### src/sv/assert_macros.svh
// ----------------------------------------------------------------------------
// Assertion macros
// Shared concurrent assertion wrappers, compiled out for synthesis.
// ----------------------------------------------------------------------------
`ifndef ASSERT_MACROS_SVH
`define ASSERT_MACROS_SVH

`ifndef SYNTHESIS
`define SK_ASSERT(lbl, clk, rst_n, prop) \
  lbl: assert property (@(posedge clk) disable iff (!rst_n) prop) \
    else $error("%m: assertion failed");
`define SK_ASSERT_NEVER(lbl, clk, rst_n, expr) \
  lbl: assert property (@(posedge clk) disable iff (!rst_n) !(expr)) \
    else $error("%m: forbidden condition seen");
`else
`define SK_ASSERT(lbl, clk, rst_n, prop)
`define SK_ASSERT_NEVER(lbl, clk, rst_n, expr)
`endif

`endif

### src/sv/sk_pkg.sv
// ----------------------------------------------------------------------------
// sk_pkg
// Types, operation codes and defaults for the sorted key table.
// ----------------------------------------------------------------------------
`timescale 1ns / 1ps

package sk_pkg;

  localparam int CAPACITY_DEF      = 64;
  localparam int PAYLOAD_WIDTH_DEF = 32;

  localparam logic [2:0] OP_INSERT    = 3'd0;
  localparam logic [2:0] OP_REM_FIRST = 3'd1;
  localparam logic [2:0] OP_REM_LAST  = 3'd2;
  localparam logic [2:0] OP_REM_KEY   = 3'd3;
  localparam logic [2:0] OP_READ      = 3'd4;
  localparam logic [2:0] OP_FIND      = 3'd5;

  typedef struct packed {
    logic [2:0]          func;
    logic signed [31:0]  key;
    logic [31:0]         payload;
    logic [5:0]          position;
  } in_item_t;

  typedef struct packed {
    logic                ok;
    logic signed [31:0]  key_out;
    logic [31:0]         payload_out;
    logic [5:0]          index_out;
    logic [6:0]          count;
    logic                full_res;
    logic                empty_res;
  } out_item_t;

  typedef struct packed {
    logic rd_en;
    logic wr_en;
  } mem_ctl_t;

endpackage

### src/sv/sk_mem.sv
// ----------------------------------------------------------------------------
// sk_mem
// Entry storage: key and payload arrays, one write and one registered read.
// ----------------------------------------------------------------------------
`timescale 1ns / 1ps

module sk_mem import sk_pkg::*; #(
  parameter int CAPACITY      = CAPACITY_DEF,
  parameter int PAYLOAD_WIDTH = PAYLOAD_WIDTH_DEF
) (
  input  logic                         clk,
  input  mem_ctl_t                     ctl,
  input  logic [$clog2(CAPACITY)-1:0]  raddr,
  input  logic [$clog2(CAPACITY)-1:0]  waddr,
  input  logic [31:0]                  wkey,
  input  logic [PAYLOAD_WIDTH-1:0]     wpay,
  output logic [31:0]                  rkey,
  output logic [PAYLOAD_WIDTH-1:0]     rpay
);

  logic [31:0]              key_mem [CAPACITY];
  logic [PAYLOAD_WIDTH-1:0] pay_mem [CAPACITY];

  always_ff @(posedge clk) begin
    if (ctl.wr_en) begin
      key_mem[waddr] <= wkey;
      pay_mem[waddr] <= wpay;
    end
  end

  always_ff @(posedge clk) begin
    if (ctl.rd_en) begin
      rkey <= key_mem[raddr];
      rpay <= pay_mem[raddr];
    end
  end

endmodule

### src/sv/sk_ctrl.sv
// ----------------------------------------------------------------------------
// sk_ctrl
// Operation sequencer: reads an entry by index, or walks the entry memory one entry per cycle to search,
// shift entries up for a sorted insert or down for a removal.
// ----------------------------------------------------------------------------
`timescale 1ns / 1ps
`include "assert_macros.svh"

module sk_ctrl import sk_pkg::*; #(
  parameter int CAPACITY      = CAPACITY_DEF,
  parameter int PAYLOAD_WIDTH = PAYLOAD_WIDTH_DEF
) (
  input  logic                         clk,
  input  logic                         rst_n,
  input  logic                         start,
  input  in_item_t                     item,
  output logic                         idle,
  output logic                         res_valid,
  input  logic                         res_ready,
  output out_item_t                    res,
  output mem_ctl_t                     mem_ctl,
  output logic [$clog2(CAPACITY)-1:0]  raddr,
  output logic [$clog2(CAPACITY)-1:0]  waddr,
  output logic [31:0]                  wkey,
  output logic [PAYLOAD_WIDTH-1:0]     wpay,
  input  logic [31:0]                  rkey,
  input  logic [PAYLOAD_WIDTH-1:0]     rpay
);

  localparam int AW   = $clog2(CAPACITY);
  localparam int CW   = $clog2(CAPACITY + 1);
  localparam int CMPW = (CW > 6) ? CW : 6;

  typedef enum logic [5:0] {
    S_IDLE  = 6'b000001,
    S_DOWN  = 6'b000010,
    S_PLACE = 6'b000100,
    S_UP    = 6'b001000,
    S_READ  = 6'b010000,
    S_RESP  = 6'b100000
  } state_t;

  state_t                   state_r, state_nxt;
  logic [CW-1:0]            count_r, count_nxt;
  logic [2:0]               op_r, op_nxt;
  logic signed [31:0]       key_r, key_nxt;
  logic [PAYLOAD_WIDTH-1:0] pay_r, pay_nxt;
  logic [AW-1:0]            ptr_r, ptr_nxt;
  logic                     found_r, found_nxt;
  logic                     ok_r, ok_nxt;
  logic signed [31:0]       kout_r, kout_nxt;
  logic [31:0]              pout_r, pout_nxt;
  logic [5:0]               iout_r, iout_nxt;

  logic [AW-1:0] last_idx;
  logic          is_full;
  logic          is_empty;
  logic          match;
  logic          at_last;

  assign last_idx = AW'(count_r - CW'(1));
  assign is_full  = (count_r == CW'(CAPACITY));
  assign is_empty = (count_r == '0);
  assign match    = (rkey == key_r);
  assign at_last  = (ptr_r == last_idx);

  always_comb begin
    state_nxt = state_r;
    count_nxt = count_r;
    op_nxt    = op_r;
    key_nxt   = key_r;
    pay_nxt   = pay_r;
    ptr_nxt   = ptr_r;
    found_nxt = found_r;
    ok_nxt    = ok_r;
    kout_nxt  = kout_r;
    pout_nxt  = pout_r;
    iout_nxt  = iout_r;
    mem_ctl   = '0;
    raddr     = ptr_r;
    waddr     = '0;
    wkey      = key_r;
    wpay      = pay_r;

    unique case (state_r)
      S_IDLE: begin
        if (start) begin
          op_nxt    = item.func;
          key_nxt   = item.key;
          pay_nxt   = PAYLOAD_WIDTH'(item.payload);
          ok_nxt    = 1'b0;
          kout_nxt  = '0;
          pout_nxt  = '0;
          iout_nxt  = '0;
          found_nxt = 1'b0;
          state_nxt = S_RESP;
          unique case (item.func)
            OP_INSERT: begin
              if (!is_full && is_empty) begin
                mem_ctl.wr_en = 1'b1;
                waddr         = '0;
                wkey          = item.key;
                wpay          = PAYLOAD_WIDTH'(item.payload);
                count_nxt     = count_r + CW'(1);
                ok_nxt        = 1'b1;
              end else if (!is_full) begin
                mem_ctl.rd_en = 1'b1;
                raddr         = last_idx;
                ptr_nxt       = last_idx;
                state_nxt     = S_DOWN;
              end
            end
            OP_REM_FIRST: begin
              if (count_r == CW'(1)) begin
                count_nxt = '0;
                ok_nxt    = 1'b1;
              end else if (!is_empty) begin
                mem_ctl.rd_en = 1'b1;
                raddr         = AW'(1);
                ptr_nxt       = AW'(1);
                found_nxt     = 1'b1;
                state_nxt     = S_UP;
              end
            end
            OP_REM_LAST: begin
              if (!is_empty) begin
                count_nxt = count_r - CW'(1);
                ok_nxt    = 1'b1;
              end
            end
            OP_REM_KEY, OP_FIND: begin
              if (!is_empty) begin
                mem_ctl.rd_en = 1'b1;
                raddr         = '0;
                ptr_nxt       = '0;
                state_nxt     = S_UP;
              end
            end
            OP_READ: begin
              if (CMPW'(item.position) < CMPW'(count_r)) begin
                mem_ctl.rd_en = 1'b1;
                raddr         = AW'(item.position);
                state_nxt     = S_READ;
              end
            end
            default: begin
              state_nxt = S_RESP;
            end
          endcase
        end
      end

      S_DOWN: begin
        mem_ctl.wr_en = 1'b1;
        waddr         = ptr_r + AW'(1);
        if ($signed(rkey) < key_r) begin
          count_nxt = count_r + CW'(1);
          ok_nxt    = 1'b1;
          state_nxt = S_RESP;
        end else begin
          wkey = rkey;
          wpay = rpay;
          if (ptr_r == '0) begin
            state_nxt = S_PLACE;
          end else begin
            mem_ctl.rd_en = 1'b1;
            raddr         = ptr_r - AW'(1);
            ptr_nxt       = ptr_r - AW'(1);
          end
        end
      end

      S_PLACE: begin
        mem_ctl.wr_en = 1'b1;
        waddr         = '0;
        count_nxt     = count_r + CW'(1);
        ok_nxt        = 1'b1;
        state_nxt     = S_RESP;
      end

      S_UP: begin
        if (op_r == OP_FIND) begin
          if (match) begin
            ok_nxt    = 1'b1;
            iout_nxt  = 6'(ptr_r);
            state_nxt = S_RESP;
          end else if (at_last) begin
            state_nxt = S_RESP;
          end else begin
            mem_ctl.rd_en = 1'b1;
            raddr         = ptr_r + AW'(1);
            ptr_nxt       = ptr_r + AW'(1);
          end
        end else begin
          if (found_r) begin
            mem_ctl.wr_en = 1'b1;
            waddr         = ptr_r - AW'(1);
            wkey          = rkey;
            wpay          = rpay;
          end
          found_nxt = found_r | match;
          if (at_last) begin
            if (found_r || match) begin
              count_nxt = count_r - CW'(1);
              ok_nxt    = 1'b1;
            end
            state_nxt = S_RESP;
          end else begin
            mem_ctl.rd_en = 1'b1;
            raddr         = ptr_r + AW'(1);
            ptr_nxt       = ptr_r + AW'(1);
          end
        end
      end

      S_READ: begin
        ok_nxt    = 1'b1;
        kout_nxt  = rkey;
        pout_nxt  = 32'(rpay);
        state_nxt = S_RESP;
      end

      S_RESP: begin
        if (res_ready) begin
          state_nxt = S_IDLE;
        end
      end

      default: begin
        state_nxt = S_IDLE;
      end
    endcase
  end

  always_ff @(posedge clk) begin
    if (!rst_n) begin
      state_r <= S_IDLE;
      count_r <= '0;
    end else begin
      state_r <= state_nxt;
      count_r <= count_nxt;
    end
  end

  always_ff @(posedge clk) begin
    op_r    <= op_nxt;
    key_r   <= key_nxt;
    pay_r   <= pay_nxt;
    ptr_r   <= ptr_nxt;
    found_r <= found_nxt;
    ok_r    <= ok_nxt;
    kout_r  <= kout_nxt;
    pout_r  <= pout_nxt;
    iout_r  <= iout_nxt;
  end

  assign idle      = (state_r == S_IDLE);
  assign res_valid = (state_r == S_RESP);

  always_comb begin
    res             = '0;
    res.ok          = ok_r;
    res.key_out     = kout_r;
    res.payload_out = pout_r;
    res.index_out   = iout_r;
    res.count       = 7'(count_r);
    res.full_res    = is_full;
    res.empty_res   = is_empty;
  end

  `SK_ASSERT(a_count_in_range, clk, rst_n, count_r <= CW'(CAPACITY))
  `SK_ASSERT_NEVER(a_no_same_entry_rw, clk, rst_n, mem_ctl.wr_en && mem_ctl.rd_en && waddr == raddr)
  `SK_ASSERT(a_no_insert_when_full, clk, rst_n, state_r == S_DOWN |-> !is_full)
  `SK_ASSERT(a_count_moves_on_finish, clk, rst_n, state_r == S_IDLE |=> count_r == $past(count_r) || state_r == S_RESP)

endmodule

### src/sv/sorted_key_table.sv
// ----------------------------------------------------------------------------
// sorted_key_table
// Read by index and remove last need no walk; insert, remove and find walk the entries.
// Throughput: one item at a time; the single memory read port walks one entry
// per cycle, and a new item is taken only once its result has been accepted.
// Reset: synchronous, clears the entry count; the memory is not cleared.
// ----------------------------------------------------------------------------
`timescale 1ns / 1ps

module sorted_key_table import sk_pkg::*; #(
  parameter int CAPACITY      = CAPACITY_DEF,
  parameter int PAYLOAD_WIDTH = PAYLOAD_WIDTH_DEF
) (
  input  logic      clk,
  input  logic      rst_n,
  input  logic      in_valid,
  output logic      in_ready,
  input  in_item_t  in_data,
  output logic      out_valid,
  input  logic      out_ready,
  output out_item_t out_data
);

  localparam int AW = $clog2(CAPACITY);

  logic                     start;
  logic                     idle;
  logic                     res_valid;
  logic                     res_ready;
  out_item_t                res;
  mem_ctl_t                 mem_ctl;
  logic [AW-1:0]            raddr;
  logic [AW-1:0]            waddr;
  logic [31:0]              wkey;
  logic [PAYLOAD_WIDTH-1:0] wpay;
  logic [31:0]              rkey;
  logic [PAYLOAD_WIDTH-1:0] rpay;

  logic      out_valid_r;
  out_item_t out_data_r;

  assign in_ready  = idle;
  assign start     = in_valid && idle;
  assign res_ready = !out_valid_r || out_ready;

  sk_ctrl #(
    .CAPACITY      (CAPACITY),
    .PAYLOAD_WIDTH (PAYLOAD_WIDTH)
  ) u_ctrl (
    .clk       (clk),
    .rst_n     (rst_n),
    .start     (start),
    .item      (in_data),
    .idle      (idle),
    .res_valid (res_valid),
    .res_ready (res_ready),
    .res       (res),
    .mem_ctl   (mem_ctl),
    .raddr     (raddr),
    .waddr     (waddr),
    .wkey      (wkey),
    .wpay      (wpay),
    .rkey      (rkey),
    .rpay      (rpay)
  );

  sk_mem #(
    .CAPACITY      (CAPACITY),
    .PAYLOAD_WIDTH (PAYLOAD_WIDTH)
  ) u_mem (
    .clk   (clk),
    .ctl   (mem_ctl),
    .raddr (raddr),
    .waddr (waddr),
    .wkey  (wkey),
    .wpay  (wpay),
    .rkey  (rkey),
    .rpay  (rpay)
  );

  always_ff @(posedge clk) begin
    if (!rst_n) begin
      out_valid_r <= 1'b0;
    end else if (res_ready) begin
      out_valid_r <= res_valid;
    end
  end

  always_ff @(posedge clk) begin
    if (res_valid && res_ready) begin
      out_data_r <= res;
    end
  end

  assign out_valid = out_valid_r;
  assign out_data  = out_data_r;

endmodule
### config.mk
export PLATFORM = sky130hd
export DESIGN_NAME = sorted_key_table
export DESIGN_NICKNAME = d
export VERILOG_FILES = /design/src/sv/sk_pkg.sv /design/src/sv/sk_mem.sv /design/src/sv/sk_ctrl.sv /design/src/sv/sorted_key_table.sv
export VERILOG_INCLUDE_DIRS = /design/src /design/src/sv
export SDC_FILE = /design/constraint.sdc
export NUM_CORES = 2
export LEC_CHECK = 0
export BUFFER_PORTS_ARGS = -buffer_cell sky130_fd_sc_hd__buf_2
export CORE_UTILIZATION = 30
export CTS_CLUSTER_SIZE = 40
export DETAILED_ROUTE_END_ITERATION = 16
export PLACE_DENSITY_LB_ADDON = 0.12
export RECOVER_POWER = 50
export SLEW_MARGIN = 20
export SYNTH_ARGS = -nofsm -noshare
export SYNTH_HDL_FRONTEND = slang
export SYNTH_HIERARCHICAL = 1
export SYNTH_SLANG_ARGS = --single-unit
### constraint.sdc
create_clock -name clk -period 10.1 [get_ports clk]
set_input_delay 1.01 -clock clk [delete_from_list [all_inputs] [get_ports clk]]
set_output_delay 1.01 -clock clk [all_outputs]
set_load 0.1 [all_outputs]
Word level (Yosys, flattened, before mapping)
Memories as Yosys holds them, arrays and structs flattened. A register that Yosys moved wholly into a read port is not among the register bits.
Index checks and enable logic that the tools add are counted.

word-level totals
  RAM bits = 4096
  register bits = 239
  logic and storage cells = 185
  memories = 2

cells by class
  mux-type cells = 98
  add/subtract/negate cells = 4
  bitwise operators = 1
  equal/unequal tests = 33
  reduce and logical (&&, ||, !) cells = 26
  order comparisons = 2

memories
  name           depth  bits a word  read ports  clocked after memory_dff  wr ports  RTL line      text
  u_mem.key_mem  64     32           1           1                         1         sk_mem.sv:21  logic [31:0] key_mem [CAPACITY];
  u_mem.pay_mem  64     32           1           1                         1         sk_mem.sv:22  logic [PAYLOAD_WIDTH-1:0] pay_mem [CAPACITY];

operators by type and width
  kind                  number
  $mux W32              13
  $pmux W32 S3          2
  $mux W6               30
  $pmux W32 S2          2
  $mux W7               8
  $pmux W6 S3           3
  $pmux W6 S4           2
  $eq A32 B32 Y1        1
  $lt A32 B32 Y1        1
  $pmux W6 S5           1
  $pmux W7 S4           1
  $mux W1               26
  $pmux W6 S2           2
  $pmux W7 S3           1
  $ne A2 B1 Y1 const B  6
  $reduce_and A10 Y1    1
  $eq A3 B3 Y1 const B  3
  $ne A3 B1 Y1 const B  3
  $ne A3 B2 Y1 const B  3
  $pmux W1 S3           3
  $reduce_and A3 Y1     3
  $ne A4 B1 Y1 const B  2
  $pmux W1 S4           2
  $reduce_bool A4 Y1    2
  other kinds (33)      43

Longest topological paths before layout
  word-level depth = 9
  mapped depth = 21
  gate-level depth less buffers = 14

Cells and area by module
Netlist, hierarchy kept.

modules (own cells, without submodules)
  module            times used  cells an instance  area an instance (µm²)
  sk_mem            1           6501               156324.9
  sk_ctrl           1           900                9516.6
  sorted_key_table  1           86                 2466.1

Least setup slack after synthesis
OpenSTA, ideal clock, no wires.

  kind = flip-flop to flip-flop
  from = register u_ctrl.state_r[3]
  to = memory u_mem.key_mem[29][0] (enable)
  arrival = 5.841 ns
  data required time = 9.613 ns
  cell stages (with the launch flop) = 13
  library setup time = 0.487 ns
  slack = 3.773 ns
  cells stage by stage = dfxtp_1 -> nor4_1 -> nand3b_1 -> inv_2 -> and2_1 -> nand2_1 -> nor3_2 -> clkbuf_1 -> inv_1 -> nand3_1 -> nor2b_1 -> nand3_1 -> nor2_1

RTL lines
  element                 RTL line        text
  start, declared         sk_ctrl.sv:43   state_t state_r, state_nxt;
  start signal, assigned  sk_ctrl.sv:240  state_r <= state_nxt;
  end, declared           sk_mem.sv:21

==> flow_metrics.tcl <==
set metrics [dict create \
    ys_dominant_reg_cell "edfxtp_1" \
    finalCritPeriodShare 0.9063 \
    finalClockSkew_ns 0.1075 \
    cts_resized 0 \
    synth_seq_cells 4399 \
    total_power_mw 60.58 \
    hp-start "in_data[34]" \
    ctsHoldBuffers 0 \
    synth_area_sq_um 168300 \
    antenna_found_initial 47 \
    dp_hpwl_um 318400 \
    pin_count 159 \
    worstPathArrival_ns 9.78 \
    r2r_cells 10 \
    critical_path_class "flop to flop" \
    htreeDepth 5 \
    power.leakage_nw 59.44 \
    cts_tree "yes" \
    holdPathStages 1 \
    maxCapViolCount 106 \
    ys_types 91 \
    max-slew-margin-rel -1.962 \
    r2r-end "u_mem/rkey[1]" \
    fin_crit_ns 9.153 \
    synth_nets 7606 \
    clk_pin_slew_ns 0.06 \
    crit_path_start_kind "flop" \
    post_cts_buffers 0 \
    fmax_mhz 109.2 \
    final_max_slew_viol_count 3458 \
    crit-reg2reg-launch "u_mem/rkey[7]" \
    drc 0 \
    grt_pass1_wl_um 798800 \
    cts-root-buf "clkbuf_16" \
    cts_buffers 480 \
    finalSetupTns_ns 0 \
    wl_per_cell_um 37.63 \
    min_path_type "input port to flop" \
    die_area_sq_um 564000 \
    rrSetupSlack_ns 0.95 \
    final_cells 15870 \
    vias 84940 \
    dp.cells 14950 \
    crit_fanout 26 \
    seq_area_sq_um 132000 \
    coreArea_sq_um 557800 \
    multi_input_area_sq_um 34520 \
    fillers 51840 \
    grt_overflow_total 0 \
    wl_um 597100 \
    fin_util 0.3478 \
    clkLatencyLatePin_ns 1.08 \
    async_reset_ff_frac 0 \
    drt_first_iter_violations 9969 \
    worst_pin_slew_ns 4.443 \
    crit_path_start "u_mem/rkey[7]" \
    drive_above_1_share 0.2382 \
    outcome "complete, but fails checks" \
    crit_required_ns 10.73 \
    rsz0062_at_grt "no" \
    seq_area_frac_synth 0.7840 \
    synthCells 7487 \
    final_cell_mix "4385 x edfxtp_1, 1024 x mux4_2, 484 x clkbuf_16" \
    area_growth_pct 15.27 \
    ant_nets 0 \
    clk_path_buf_depth 4 \
    cp-end-kind "flop" \
    synth_edf_count 4385 \
    p_per_area_nw_per_um2 312.3 \
    die_w_um 751.0 \
    grtUsageTotal 0.2077 \
    vdd.ir_drop.worst_uv 273.6 \
    initial_core_util 0.3017 \
    num_rows 274 \
    yosysWarnings 6 \
    clkSinkCount 4399 \
    endpoint "u_mem/rkey[1]" \
    first_global_vias 87040 \
    dr.pass1.iters 5 \
    layout_commonest_cell "edfxtp_1" \
    io_buffers 158 \
    nets 8105 \
    final-setup-viol-count 0 \
    die_h_um 751.0 \
    place.gp.congestion 0.7645 \
    violations "capacitance limit, slew limit" \
    syn_area_per_cell_sq_um 22.48 \
    hold_violations 0 \
    grt_start_max_net_pins 109 \
    viasPerCell 5.354 \
]
-- cells in the mapped netlist, drive strengths merged, types with 53 or more instances --
| cell | instances | share of area |
|---|---|---|
| clkbuf | 174 | 0.0039 |
| and2 | 141 | 0.0053 |
| o221ai | 67 | 0.0035 |
| a221o | 63 | 0.0037 |
| o22ai | 107 | 0.0040 |
| a22oi | 263 | 0.012 |
| mux2i | 99 | 0.0059 |
| a21oi | 81 | 0.0024 |
| nand2 | 53 | 0.0012 |
| nor2 | 156 | 0.0035 |
| buf | 250 | 0.0080 |
| a211oi | 65 | 0.0029 |
| nand3 | 156 | 0.0047 |
| mux4 | 1024 | 0.14 |
| edfxtp | 4385 | 0.78 |
| o211a | 66 | 0.0039 |
-- critical path: stages, from the launching register on --
cell      delay, ns
edfxtp_1       0.56
ha_1           0.40
nand4_1        0.27
nor3_1         1.61
a21boi_0       0.65
o31ai_1        0.60
and3_1         0.49
nor2_1         0.35
a211o_1        2.03
buf_4          0.96
buf_4          0.61
-- layout make-up --
type,instances,area share
antenna,19,0.0002451
clock buffer,606,0.06484
clock inverter,285,0.01165
inverter,53,0.001032
multi-input combinational,2611,0.1779
sequential,4399,0.6801
tap,7452,0.04806
timing repair buffer,441,0.01608
-- metrics by stage --
step,hold slack [ns],instance area (sq um),setup WS (ns)
after CTS,0.01266,194900,2.045
after detailed placement,0.4045,180000,2.126
final,0.1164,194000,0.9466
after global placement,0.4007,179900,2.197
after floorplan,0.4003,168300,3.773
after global routing,0.05981,194000,0.9410
-- layer usage --
metal | part of all wire | vias up | track usage
met1 | 0.43 | 47810 | 0.2895
li1 | - | 33230 | -
met2 | 0.48 | 3203 | 0.3454
met4 | 0.025 | 6 | 0.04369
met5 | 0.000057 | - | 0
met3 | 0.065 | 689 | 0.03207
-- cells by family after synthesis --
| group | after synthesis | share of synthesized area |
|---|---|---|
| mux | 1124 | 0.1430 |
| xor+xnor | 9 | 0.0005501 |
| simple gates | 618 | 0.01944 |
| compound gates | 817 | 0.03678 |
| flops | 4399 | 0.7840 |
| fa+ha+maj | 43 | 0.003182 |
| buf+inv | 477 | 0.01305 |
-- sequential cells by signal (all words and copies together), names as in the netlist, 3 cells and up --
signal          flops
u_mem/pay_mem    2048
u_mem/rpay         32
u_ctrl/iout_r       6
u_mem/rkey         32
u_ctrl/op_r         3
u_ctrl/key_r       32
u_ctrl/count_r      7
u_ctrl/pout_r      32
out_data           80
u_ctrl/state_r      6
u_ctrl/pay_r       32
u_ctrl/ptr_r        6
u_ctrl/kout_r      32
u_mem/key_mem    2048
-- worst min path at each step --
| stage | endpoint | slack (ns) |
|---|---|---|
| floorplan | out_data[10] | 0.40 |
| global placement | out_data[25] | 0.40 |
| detailed placement | out_data[22] | 0.40 |
| CTS | u_ctrl/pay_r[28] | 0.01 |
| global route | u_ctrl/pay_r[28] | 0.06 |
| finish | u_ctrl/pay_r[28] | 0.12 |
-- report_power, final --
group,internal [mW],switching (mW)
clock network,9.47,7.38
logic,6.84,12.5
registers,24.3,0.123
total,40.6,20.0
Power figures use the tool's default switching activity.
